File: config.mk
export PLATFORM = sky130hd
export DESIGN_NAME = multichannel_linear_fade_stepper
export DESIGN_NICKNAME = d
export VERILOG_FILES = /design/src/hdl/mlfs_pkg.sv /design/src/hdl/mlfs_divider.sv /design/src/hdl/mlfs_datapath.sv /design/src/hdl/mlfs_ctrl.sv /design/src/hdl/multichannel_linear_fade_stepper.sv
export SDC_FILE = /design/constraint.sdc
export NUM_CORES = 1
export LEC_CHECK = 0
export ABC_AREA = 1
export BUFFER_PORTS_ARGS = -buffer_cell sky130_fd_sc_hd__buf_2
export CAP_MARGIN = 30
export CORE_MARGIN = 2
export CORE_UTILIZATION = 31
export CTS_BUF_LIST = sky130_fd_sc_hd__clkbuf_8
export CTS_CLUSTER_DIAMETER = 100
export DETAILED_ROUTE_END_ITERATION = 6
export GPL_TIMING_DRIVEN = 0
export SETUP_SLACK_MARGIN = 0.1
export SYNTH_ARGS = -nofsm -noshare
export SYNTH_HDL_FRONTEND = slang
export SYNTH_HIERARCHICAL = 1
export SYNTH_SLANG_ARGS = --single-unit
File: constraint.sdc
create_clock -name clock -period 4.5 [get_ports clock]
set_input_delay 1.125 -clock clock [delete_from_list [all_inputs] [get_ports clock]]
set_output_delay 1.125 -clock clock [all_outputs]
set_load 0.01 [all_outputs]
File: src/hdl/mlfs_pkg.sv
`timescale 1ns / 1ps
package mlfs_pkg;

   localparam int BANKS          = 4;
   localparam int COLORS         = 4;
   localparam int SLOTS_PER_BANK = 4;
   localparam int COLOR_SEL_W    = 2;

   localparam int CH_W    = 4;
   localparam int LEVEL_W = 12;
   localparam int CNT_W   = 13;
   localparam int ITER_W  = $clog2(CNT_W + 1);

   localparam int REQ_DATA_W = 32;
   localparam int RSP_DATA_W = 16;
   localparam int RSP_USER_W = 2;

   localparam logic [CNT_W-1:0]   TOTAL_STEPS = CNT_W'(4096);
   localparam logic [LEVEL_W-1:0] LEVEL_MAX   = LEVEL_W'(4095);
   localparam logic [CH_W-1:0]    LAST_CH     =
      CH_W'((BANKS - 1) * SLOTS_PER_BANK + COLORS - 1);

   typedef enum logic {
      ACT_TICK = 1'b0,
      ACT_LOAD = 1'b1
   } action_type;

   typedef enum logic [2:0] {
      ST_IDLE,
      ST_DECODE,
      ST_LOAD_DIV,
      ST_CHAN,
      ST_DIV,
      ST_EMIT
   } state_type;

   // controller -> datapath
   typedef struct packed {
      logic            latch;
      logic            tick;
      logic            load_wr;
      logic            div_start;
      logic            div_tick;
      logic            width_wr;
      logic            emit;
      logic            last;
      logic [CH_W-1:0] ch;
   } cmd_type;

   // datapath -> controller
   typedef struct packed {
      logic is_load;
      logic slot_ok;
      logic mag_zero;
      logic fin;
      logic width_zero;
      logic div_done;
      logic out_free;
   } sts_type;

   function automatic logic slot_valid(logic [CH_W-1:0] ch);
      logic [CH_W-1:0] bank;
      logic [CH_W-1:0] color;
      bank  = ch >> COLOR_SEL_W;
      color = CH_W'(ch[COLOR_SEL_W-1:0]);
      return (int'(bank) < BANKS) && (int'(color) < COLORS);
   endfunction

endpackage

File: src/hdl/mlfs_divider.sv
`timescale 1ns / 1ps
module mlfs_divider (
   input  logic                      clock,
   input  logic                      reset,
   input  logic                      start,
   input  logic [mlfs_pkg::CNT_W-1:0] dividend,
   input  logic [mlfs_pkg::CNT_W-1:0] divisor,
   output logic                      done,
   output logic [mlfs_pkg::CNT_W-1:0] quotient,
   output logic [mlfs_pkg::CNT_W-1:0] remainder
);
   import mlfs_pkg::*;

   logic [CNT_W-1:0]  rem_ff, rem_in;
   logic [CNT_W-1:0]  quo_ff, quo_in;
   logic [CNT_W-1:0]  dsr_ff, dsr_in;
   logic [ITER_W-1:0] cnt_ff, cnt_in;
   logic              run_ff, run_in;
   logic              done_ff, done_in;

   logic [CNT_W:0] shifted;
   logic           ge;

   // restoring division, one quotient bit per cycle
   assign shifted = {rem_ff, quo_ff[CNT_W-1]};
   assign ge      = shifted >= {1'b0, dsr_ff};

   always_comb begin
      rem_in  = rem_ff;
      quo_in  = quo_ff;
      dsr_in  = dsr_ff;
      cnt_in  = cnt_ff;
      run_in  = run_ff;
      done_in = 1'b0;
      if (start) begin
         rem_in = '0;
         quo_in = dividend;
         dsr_in = divisor;
         cnt_in = ITER_W'(CNT_W);
         run_in = 1'b1;
      end else if (run_ff) begin
         rem_in = ge ? CNT_W'(shifted - {1'b0, dsr_ff}) : shifted[CNT_W-1:0];
         quo_in = {quo_ff[CNT_W-2:0], ge};
         cnt_in = cnt_ff - ITER_W'(1);
         if (cnt_ff == ITER_W'(1)) begin
            run_in  = 1'b0;
            done_in = 1'b1;
         end
      end
   end

   always_ff @(posedge clock) begin
      if (reset) begin
         run_ff  <= 1'b0;
         done_ff <= 1'b0;
         cnt_ff  <= '0;
      end else begin
         run_ff  <= run_in;
         done_ff <= done_in;
         cnt_ff  <= cnt_in;
      end
      rem_ff <= rem_in;
      quo_ff <= quo_in;
      dsr_ff <= dsr_in;
   end

   assign done      = done_ff;
   assign quotient  = quo_ff;
   assign remainder = rem_ff;

endmodule

File: src/hdl/mlfs_datapath.sv
`timescale 1ns / 1ps
module mlfs_datapath (
   input  logic                            clock,
   input  logic                            reset,
   input  mlfs_pkg::cmd_type               cmd,
   output mlfs_pkg::sts_type               sts,
   input  logic [mlfs_pkg::REQ_DATA_W-1:0] req_tdata,
   input  logic                            req_tuser,
   output logic                            rsp_tvalid,
   input  logic                            rsp_tready,
   output logic [mlfs_pkg::RSP_DATA_W-1:0] rsp_tdata,
   output logic [mlfs_pkg::RSP_USER_W-1:0] rsp_tuser,
   output logic                            rsp_tlast
);
   import mlfs_pkg::*;

   // latched transaction
   logic               is_load_ff;
   logic [CH_W-1:0]    item_ch_ff;
   logic [LEVEL_W-1:0] start_ff;
   logic [LEVEL_W-1:0] target_ff;
   logic               drive_ff;

   logic [LEVEL_W-1:0] level_ff [BANKS*SLOTS_PER_BANK];
   logic [CNT_W-1:0]   width_ff [BANKS*SLOTS_PER_BANK];
   logic               down_ff  [BANKS*SLOTS_PER_BANK];
   logic [CNT_W-1:0]   counter_ff, counter_in;

   logic                  out_valid_ff, out_valid_in;
   logic [CH_W-1:0]       out_ch_ff;
   logic [LEVEL_W-1:0]    out_level_ff;
   logic                  out_write_ff;
   logic                  out_fin_ff;
   logic                  out_last_ff;

   logic               ramp_down;
   logic [LEVEL_W-1:0] mag;
   logic [LEVEL_W-1:0] start_clamped;
   logic               fin;
   logic [LEVEL_W-1:0] cur_level;
   logic [CNT_W-1:0]   cur_width;
   logic               stepped;
   logic [LEVEL_W-1:0] next_level;
   logic               out_free;

   logic               div_done;
   logic [CNT_W-1:0]   div_dividend;
   logic [CNT_W-1:0]   div_divisor;
   logic [CNT_W-1:0]   div_quo;
   logic [CNT_W-1:0]   div_rem;

   assign ramp_down     = target_ff < start_ff;
   assign mag           = ramp_down ? start_ff - target_ff : target_ff - start_ff;
   assign start_clamped = (start_ff > LEVEL_MAX) ? LEVEL_MAX : start_ff;
   assign fin           = counter_ff >= TOTAL_STEPS;
   assign cur_level     = level_ff[cmd.ch];
   assign cur_width     = width_ff[cmd.ch];
   assign out_free      = !out_valid_ff || rsp_tready;

   // remainder is only meaningful when the divider ran for this channel
   assign stepped = !fin && (cur_width != '0) && (div_rem == '0);

   always_comb begin
      next_level = cur_level;
      if (down_ff[cmd.ch]) begin
         if (cur_level != '0) begin
            next_level = cur_level - LEVEL_W'(1);
         end
      end else begin
         if (cur_level < LEVEL_MAX) begin
            next_level = cur_level + LEVEL_W'(1);
         end
      end
   end

   assign div_dividend = cmd.div_tick ? counter_ff : TOTAL_STEPS;
   assign div_divisor  = cmd.div_tick ? cur_width : CNT_W'(mag);

   mlfs_divider u_div (
      .clock     (clock),
      .reset     (reset),
      .start     (cmd.div_start),
      .dividend  (div_dividend),
      .divisor   (div_divisor),
      .done      (div_done),
      .quotient  (div_quo),
      .remainder (div_rem)
   );

   always_comb begin
      counter_in = counter_ff;
      if (cmd.load_wr) begin
         counter_in = '0;
      end else if (cmd.tick && (counter_ff < TOTAL_STEPS)) begin
         counter_in = counter_ff + CNT_W'(1);
      end
   end

   always_comb begin
      out_valid_in = out_valid_ff;
      if (cmd.emit) begin
         out_valid_in = 1'b1;
      end else if (rsp_tready) begin
         out_valid_in = 1'b0;
      end
   end

   always_ff @(posedge clock) begin
      if (reset) begin
         counter_ff   <= '0;
         out_valid_ff <= 1'b0;
         for (int i = 0; i < BANKS*SLOTS_PER_BANK; i++) begin
            level_ff[i] <= '0;
            width_ff[i] <= '0;
            down_ff[i]  <= 1'b0;
         end
      end else begin
         counter_ff   <= counter_in;
         out_valid_ff <= out_valid_in;
         if (cmd.load_wr) begin
            level_ff[item_ch_ff] <= start_clamped;
            down_ff[item_ch_ff]  <= ramp_down;
         end
         if (cmd.width_wr) begin
            width_ff[item_ch_ff] <= (mag == '0) ? '0 : div_quo;
         end
         if (cmd.emit && stepped) begin
            level_ff[cmd.ch] <= next_level;
         end
      end
   end

   always_ff @(posedge clock) begin
      if (cmd.latch) begin
         is_load_ff <= req_tuser;
         item_ch_ff <= req_tdata[CH_W-1:0];
         start_ff   <= req_tdata[CH_W +: LEVEL_W];
         target_ff  <= req_tdata[CH_W+LEVEL_W +: LEVEL_W];
         drive_ff   <= req_tdata[CH_W+2*LEVEL_W];
      end
      if (cmd.emit) begin
         out_ch_ff    <= cmd.ch;
         out_level_ff <= stepped ? next_level : cur_level;
         out_write_ff <= stepped && drive_ff;
         out_fin_ff   <= fin;
         out_last_ff  <= cmd.last;
      end
   end

   assign sts.is_load    = (is_load_ff == ACT_LOAD);
   assign sts.slot_ok    = slot_valid(item_ch_ff);
   assign sts.mag_zero   = (mag == '0);
   assign sts.fin        = fin;
   assign sts.width_zero = (cur_width == '0);
   assign sts.div_done   = div_done;
   assign sts.out_free   = out_free;

   assign rsp_tvalid = out_valid_ff;
   assign rsp_tdata  = {out_level_ff, out_ch_ff};
   assign rsp_tuser  = {out_fin_ff, out_write_ff};
   assign rsp_tlast  = out_last_ff;

endmodule

File: src/hdl/mlfs_ctrl.sv
`timescale 1ns / 1ps
module mlfs_ctrl (
   input  logic              clock,
   input  logic              reset,
   input  logic              req_tvalid,
   output logic              req_tready,
   input  mlfs_pkg::sts_type sts,
   output mlfs_pkg::cmd_type cmd
);
   import mlfs_pkg::*;

   state_type       state_ff, state_in;
   logic [CH_W-1:0] ch_ff, ch_in;
   logic            at_last;

   assign at_last = (ch_ff == LAST_CH);

   always_comb begin
      state_in = state_ff;
      ch_in    = ch_ff;
      unique case (state_ff)
         ST_IDLE: begin
            if (req_tvalid) begin
               state_in = ST_DECODE;
            end
         end
         ST_DECODE: begin
            if (sts.is_load) begin
               if (!sts.slot_ok || sts.mag_zero) begin
                  state_in = ST_IDLE;
               end else begin
                  state_in = ST_LOAD_DIV;
               end
            end else begin
               ch_in    = '0;
               state_in = ST_CHAN;
            end
         end
         ST_LOAD_DIV: begin
            if (sts.div_done) begin
               state_in = ST_IDLE;
            end
         end
         ST_CHAN: begin
            if (!slot_valid(ch_ff)) begin
               ch_in = ch_ff + CH_W'(1);
            end else if (sts.fin || sts.width_zero) begin
               state_in = ST_EMIT;
            end else begin
               state_in = ST_DIV;
            end
         end
         ST_DIV: begin
            if (sts.div_done) begin
               state_in = ST_EMIT;
            end
         end
         ST_EMIT: begin
            if (sts.out_free) begin
               if (at_last) begin
                  state_in = ST_IDLE;
               end else begin
                  ch_in    = ch_ff + CH_W'(1);
                  state_in = ST_CHAN;
               end
            end
         end
         default: begin
            state_in = ST_IDLE;
         end
      endcase
   end

   always_comb begin
      cmd        = '0;
      cmd.ch     = ch_ff;
      cmd.last   = at_last;
      req_tready = 1'b0;
      unique case (state_ff)
         ST_IDLE: begin
            req_tready = 1'b1;
            cmd.latch  = req_tvalid;
         end
         ST_DECODE: begin
            if (sts.is_load) begin
               if (sts.slot_ok) begin
                  cmd.load_wr   = 1'b1;
                  cmd.width_wr  = sts.mag_zero;
                  cmd.div_start = !sts.mag_zero;
               end
            end else begin
               cmd.tick = 1'b1;
            end
         end
         ST_LOAD_DIV: begin
            cmd.width_wr = sts.div_done;
         end
         ST_CHAN: begin
            if (slot_valid(ch_ff) && !sts.fin && !sts.width_zero) begin
               cmd.div_start = 1'b1;
               cmd.div_tick  = 1'b1;
            end
         end
         ST_DIV: begin
            cmd.div_tick = 1'b1;
         end
         ST_EMIT: begin
            cmd.emit = sts.out_free;
         end
         default: begin
            cmd = '0;
         end
      endcase
   end

   always_ff @(posedge clock) begin
      if (reset) begin
         state_ff <= ST_IDLE;
         ch_ff    <= '0;
      end else begin
         state_ff <= state_in;
         ch_ff    <= ch_in;
      end
   end

endmodule

File: src/hdl/multichannel_linear_fade_stepper.sv
`timescale 1ns / 1ps
// Linear fade engine for sixteen LED color channels (four banks of four colors). A load
// transaction (req_tuser = 1) sets one channel's level and computes its step width,
// 4096 / |target - start|, on a shared one-bit-per-cycle divider (zero, without a
// division, when start equals target); a load to a channel outside the configured
// banks/colors is dropped. A tick transaction (req_tuser = 0) advances the shared step
// counter and walks the channels in ascending order, one result per channel with tlast
// on the final one. Each unfinished channel whose width is nonzero runs the same divider
// to test counter modulo width; idle or finished channels skip it, and rsp_tready stalls
// hold the walk. The next transaction is taken as soon as the last result is in the
// output register.
module multichannel_linear_fade_stepper (
   input  logic                            clock,
   input  logic                            reset,
   input  logic                            req_tvalid,
   output logic                            req_tready,
   // [3:0] channel, [15:4] start_level, [27:16] target_level, [28] drive_output
   input  logic [mlfs_pkg::REQ_DATA_W-1:0] req_tdata,
   // [0] action
   input  logic                            req_tuser,
   output logic                            rsp_tvalid,
   input  logic                            rsp_tready,
   // [3:0] out_channel, [15:4] level
   output logic [mlfs_pkg::RSP_DATA_W-1:0] rsp_tdata,
   // [0] write_pwm, [1] finished
   output logic [mlfs_pkg::RSP_USER_W-1:0] rsp_tuser,
   output logic                            rsp_tlast
);
   import mlfs_pkg::*;

   cmd_type cmd;
   sts_type sts;

   mlfs_ctrl u_ctrl (
      .clock      (clock),
      .reset      (reset),
      .req_tvalid (req_tvalid),
      .req_tready (req_tready),
      .sts        (sts),
      .cmd        (cmd)
   );

   mlfs_datapath u_dp (
      .clock      (clock),
      .reset      (reset),
      .cmd        (cmd),
      .sts        (sts),
      .req_tdata  (req_tdata),
      .req_tuser  (req_tuser),
      .rsp_tvalid (rsp_tvalid),
      .rsp_tready (rsp_tready),
      .rsp_tdata  (rsp_tdata),
      .rsp_tuser  (rsp_tuser),
      .rsp_tlast  (rsp_tlast)
   );

endmodule

# Word-level counts from Yosys, hierarchy flattened
# Memories as Yosys holds them, arrays and structs flattened.
# Cells that the tools add are included.
[classes]
n_reduce_logical = 34
bitwise = 1
order_cmp = 8
eq_ne = 15
mux = 72
add_sub_neg = 8
[op_table]
columns = ["cell", "count"]
rows = [
  ["2-to-1 mux 12 bit", 9],
  ["2-to-1 mux 13 bit", 6],
  ["2-to-1 mux 4 bit", 11],
  ["2-to-1 mux 1 bit", 29],
  ["zero test 13 bit", 2],
  ["OR reduction 12 bit", 2],
  ["subtractor 12 bit", 2],
  ["case mux 3 bit (6 select lines)", 1],
  ["2-to-1 mux 3 bit", 5],
  ["greater-or-equal comparator 14 x 13 -> 1 bit", 1],
  ["2-to-1 mux 2 bit", 7],
  ["adder 13 x 1 -> 13 bit (second input constant)", 1],
  ["greater-or-equal comparator 13 bit (second input constant)", 1],
  ["less-than comparator 13 bit (second input constant)", 1],
  ["nonzero test 13 bit", 1],
  ["OR reduction 13 bit", 1],
  ["subtractor 13 bit", 1],
  ["adder 12 x 1 -> 12 bit (second input constant)", 1],
  ["greater-than comparator 12 bit (second input constant)", 1],
  ["zero test 12 bit", 1],
  ["less-than comparator 12 bit", 1],
  ["less-than comparator 12 bit (second input constant)", 1],
  ["case mux 4 bit (3 select lines)", 1],
  ["nonzero test 12 bit", 1],
  ["other kinds (24)", 50],
]
[word_totals]
out_inout_bits = 21
in_bits = 37
ramBits = 416
mem_count = 3
elab_cells = 163
reg_bits = 115
[memory_table]
columns = ["memory", "depth", "word_bits", "read_ports", "rd_clocked_by_memory_dff", "wr", "line_no", "rtl"]
rows = [
  ["u_dp.width_ff", 16, 13, 1, 0, 16, "mlfs_datapath.sv:25", "logic [CNT_W-1:0] width_ff [BANKS*SLOTS_PER_BANK];"],
  ["u_dp.level_ff", 16, 12, 1, 0, 16, "mlfs_datapath.sv:24", "logic [LEVEL_W-1:0] level_ff [BANKS*SLOTS_PER_BANK];"],
  ["u_dp.down_ff", 16, 1, 1, 0, 16, "mlfs_datapath.sv:26", "logic down_ff [BANKS*SLOTS_PER_BANK];"],
]

# Longest topological paths before layout
[logic_depth]
word_depth = 13
ltp_mapped = 27
depth_no_buf = 24

# Hierarchy
# The synthesis kept the hierarchy.
[modules_own_cells]
columns = ["module", "instances", "cells_per_inst", "seq_area_each_um2", "area_per_inst_um2"]
rows = [
  ["mlfs_datapath", 1, 3284, 14243.7, 26290.2],
  ["mlfs_divider", 1, 366, 1161.1, 2733.9],
  ["mlfs_ctrl", 1, 103, 140.1, 590.6],
]

# Worst setup path before layout
# OpenSTA, ideal clock, no wires.
[synth_path]
path_type = "reg-to-reg"
start = "register u_dp.start_ff[0]"
end = "memory u_dp.width_ff[2][0], enable pin"
n_path_buf = 3
setup_ns = 0.356
t_arrival_ns = 3.903
path_slack_ns = 0.241
path_stages_with_launch = 23
required_time_ns = 4.144
synth_period_minus_slack_ns = 4.259
path_cell_list = "edfxtp_1 > clkinv_1 > clkbuf_1 > ha_1 > fa_1 > o21ai_0 > a21boi_0 > nor2_1 > nor2_1 > xnor2_1 > nand2_1 > nand2_1 > nor2_1 > nand3_1 > nor2_1 > nand2_1 > o21ai_0 > inv_1 > nor2_1 > clkbuf_1 > nand3_1 > clkbuf_1 > nand2_1"
[synth_lines]
columns = ["item", "line_no", "rtl"]
rows = [
  ["from (decl)", "mlfs_datapath.sv:20", "logic [LEVEL_W-1:0] start_ff;"],
  ["from (signal assigned)", "mlfs_datapath.sv:137", "start_ff <= req_tdata[CH_W +: LEVEL_W];"],
  ["to (decl)", "mlfs_datapath.sv:25", ""],
]

==> flow_summary.yaml <==
finish:
  utilization: 0.367
  fillerInstances: 9748
  drive_above_1_share: 0.149
  area_growth_pct: 17.5
  final_nets: 4043
logic_synthesis:
  postSynthAreaPerCell_sq_um: 7.89
  ys_types: 50
  yosysWarnings: 6
  synth-async-reset-ratio: 0
  synth_edf_count: 491
  synth.net_count: 3837
  ys.flop_type: "edfxtp_1"
  yosysSeqAreaShare: 0.525
  postSynthRegisterBits: 531
  syn_inst: 3753
  syn_area_sq_um: 29600
power_and_ir_drop:
  p_leak_nw: 15.8
  p_switching_mw: 6.40
  switching_share: 0.404
  power_frac_comb: 0.365
  p_seq_frac: 0.375
  clkPwrFrac: 0.260
  p_per_area_nw_per_um2: 455
  internal_power_mw: 9.43
  max-vdd-ir-drop_v: 0.000377
sta:
  slew_violations: 0
  worst_slew_pin_slew_ns: 1.25
  fmax_mhz: 232
  rsz0062_at_grt: "yes"
  finalHoldViolCount: 0
  timing.hold.ws_ns: 0.488
  fin_crit_ns: 4.32
  setup_viol: 0
  slew_headroom: 0.166
  final_min_period_over_clock_period: 0.960
  finClkSkew_ns: 0.0385
setup_path:
  max_stage_delay_ns: 0.36
  critPathMaxFanout: 10
  crit_chain: "nand2_1, clkinvlp_4, nor2_4, inv_4, nor2_4, clkbuf_4, nand2_1, nand4_1, nand2_1, nand2_1, nor2_1, nand2_1, inv_1, nand2_1, nor2_4, nor2_1, nand4_1, nand2_4, clkbuf_4, inv_2, clkbuf_2, nand2_1, nand2_1"
  path_delay_family: "simple AND/OR/NAND/NOR gates"
  endpoint_kind: "flip-flop"
  start_kind: "flip-flop"
  path_common_cell: "nand2_1"
  required_ns: 4.97
  criticalPathCategory: "flip-flop to flip-flop"
  cp_slowest_cell: "clkbuf_4"
  critical_path_arrival_ns: 4.78
  path_buf_inv: 7
floorplan:
  ioPinCount: 58
  floorplan.initialDensity: 0.312
  core-area_sq_um: 94900
  core.rowCount: 113
  die_y_um: 313
  chipWidth_um: 313
  dieArea_sq_um: 98000
routing:
  dr_wl_met2_um: 47300
  wl_met1_um: 41600
  dr_wl_met3_um: 9930
  wl_per_cell_um: 19.3
  vias: 26200
  dr.pass1.iters: 6
  drc: 0
  drt-total-wl_um: 102000
  drtIter0Drc: 3095
  drtAntennaViolNets: 0
  routed_via_density: 4.94
  top_layer: "met5"
placed_design:
  portBuffers: 54
  place_congestion: 0.961
  dpl.hpwl_um: 73800
global_route:
  overflow: 0
  grt_pass1_wl_um: 152000
  antenna_found_initial: 3
  grt_pass1_vias: 24600
  grt_start_max_net_pins: 25
  grtUsageTotal: 0.206
clocking:
  htreeDepth: 3
  clock_latency_ns: 0.73
  clockRootBuffer: "clkbuf_8"
  cts_tree: "done"
  path_clk_slew_ns: 0.06
  cts_buffer_depth: 3
  cts_made_buffers: 87
  cts_hold_buf: 0
  cts.sinks: 531
job:
  cap_viol_max_count: 0
worst_hold_path:
  hp-class: "flip-flop to flip-flop"
status:
  outcome: "complete, no violations"
flip-flops by register name, summed over array words and instances (netlist names), 3 cells and up:
| name | cells |
|---|---|
| u_dp/item_ch_ff | 4 |
| u_ctrl/state_ff | 3 |
| u_dp/out_ch_ff | 4 |
| u_dp/level_ff | 192 |
| u_dp/width_ff | 208 |
| u_dp/u_div/quotient | 13 |
| u_dp/out_level_ff | 12 |
| u_dp/target_ff | 12 |
| u_dp/u_div/dsr_ff | 13 |
| u_dp/start_ff | 12 |
| u_dp/u_div/cnt_ff | 4 |
| u_ctrl/ch_ff | 4 |
| u_dp/u_div/remainder | 13 |
| u_dp/counter_ff | 13 |
| u_dp/down_ff | 16 |
kinds of logic (layout without fill, tap and decap cells):
logic type	Yosys count	in the layout	share of synthesized area
simple gates	2590	2597	0.355
flops	531	531	0.525
buf+inv	406	674	0.0629
compound gates	148	148	0.0278
fa+ha+maj	47	47	0.0206
xor+xnor	30	30	0.00887
other cells	1	2	0.000127
final cells by class:
| cell class | count | area [sq um] | area share |
|---|---|---|---|
| multi-input combinational | 2823 | 12900 | 0.372 |
| clock inverter | 70 | 437 | 0.0126 |
| tap | 1265 | 1580 | 0.0455 |
| antenna | 1 | 2.50 | 0.0000719 |
| sequential | 531 | 15500 | 0.447 |
| clock buffer | 88 | 1210 | 0.0348 |
| timing repair buffer | 116 | 828 | 0.0238 |
| buffer | 205 | 1460 | 0.0420 |
| inverter | 195 | 795 | 0.0228 |
power by group through the flow:
| stage | combinational (mW) | sequential (mW) | clock [mW] |
|---|---|---|---|
| finish | 5.77 | 5.94 | 4.12 |
| global route | 6.17 | 5.97 | 4.38 |
| CTS | 5.33 | 5.95 | 4.19 |
| detailed placement | 5.20 | 6.04 | 0 |
| global placement | 5.17 | 6.05 | 0 |
| floorplan | 3.31 | 5.98 | 0 |
path summary, 6_finish.rpt:
kind                                                  to  cells past startpoint  slack (ns)                     start
worst min-delay path            u_dp/u_div/remainder[12]                      2        0.49  u_dp/u_div/remainder[12]
worst max register to register    u_dp/u_div/quotient[3]                     23        0.18        u_ctrl/state_ff[2]
worst min register to register  u_dp/u_div/remainder[12]                      2        0.49  u_dp/u_div/remainder[12]
worst max-delay path              u_dp/u_div/quotient[3]                     23        0.18        u_ctrl/state_ff[2]
worst reg2reg max path, stage by stage, from the launching register on:
cell,delay [ns]
dfxtp_1,0.35
nand2_1,0.12
clkinvlp_4,0.21
nor2_4,0.33
inv_4,0.18
nor2_4,0.35
clkbuf_4,0.37
nand2_1,0.09
nand4_1,0.09
nand2_1,0.11
nand2_1,0.18
nor2_1,0.11
nand2_1,0.11
inv_1,0.05
nand2_1,0.10
nor2_4,0.06
nor2_1,0.15
nand4_1,0.22
nand2_4,0.18
clkbuf_4,0.24
inv_2,0.12
clkbuf_2,0.20
nand2_1,0.10
nand2_1,0.05
metal layers:
layer / vias to the layer above / GRT usage
li1: 12400 / -
met1: 12200 / 0.274
met2: 1295 / 0.333
met3: 206 / 0.0347
met4: 2 / 0.0823
met5: - / 0
metrics by stage:
step	cells	setup TNS [ns]	setup WS (ns)	power, mW	area, sq um
floorplan	3753	0	0.241	9.30	29600
global placement	5072	-915.59	-1.66	11.2	31500
detailed placement	5074	-641.87	-1.70	11.2	31500
CTS	5256	0	0.0469	15.5	34100
global route	5294	0	0.0193	16.5	34800
finish	5294	0	0.182	15.8	34800
cells in the mapped netlist, drive strengths merged, types with 4 or more instances:
cell | count | share of area
a21oi | 48 | 0.0081
o211ai | 5 | 0.0013
inv | 183 | 0.023
ha | 44 | 0.019
dfxtp | 40 | 0.027
o22ai | 4 | 0.00084
nor2 | 604 | 0.082
nand4 | 82 | 0.020
nand3 | 138 | 0.024
a21boi | 4 | 0.0010
xor2 | 24 | 0.0071
clkinv | 12 | 0.0015
buf | 137 | 0.029
nand2 | 1741 | 0.22
o31ai | 5 | 0.0013
nor3 | 14 | 0.0024
clkbuf | 74 | 0.0096
o21ai | 66 | 0.011
edfxtp | 491 | 0.50
a21o | 6 | 0.0015
nor4 | 4 | 0.00084
xnor2 | 6 | 0.0018
layout by cell type (no fill, tap or decap), types with 14 or more instances in the layout:
cell type,n
nand2_1,1681
nor2_1,549
edfxtp_1,491
inv_1,201
buf_2,115
nand3_1,104
buf_4,100
clkbuf_8,93
nand4_1,71
a21oi_1,46
ha_1,42
dfxtp_1,39
nand2_2,38
o21ai_0,38
nor2_2,31
clkbuf_1,27
nand2_4,25
nor2_4,24
xor2_1,24
o21ai_1,24
nand3_4,21
clkinv_1,19
clkbuf_4,19
buf_6,17
clkbuf_2,16
nor3_1,14
repair_timing:
action | in CTS | in global routing
endpoints found under the setup margin | 876 | 774
gates cloned | 7 | 1
pin swaps | 4 | 10
buffers inserted | 20 | 38
gates resized for setup | 203 | 112
Power figures use the tool's default switching activity.
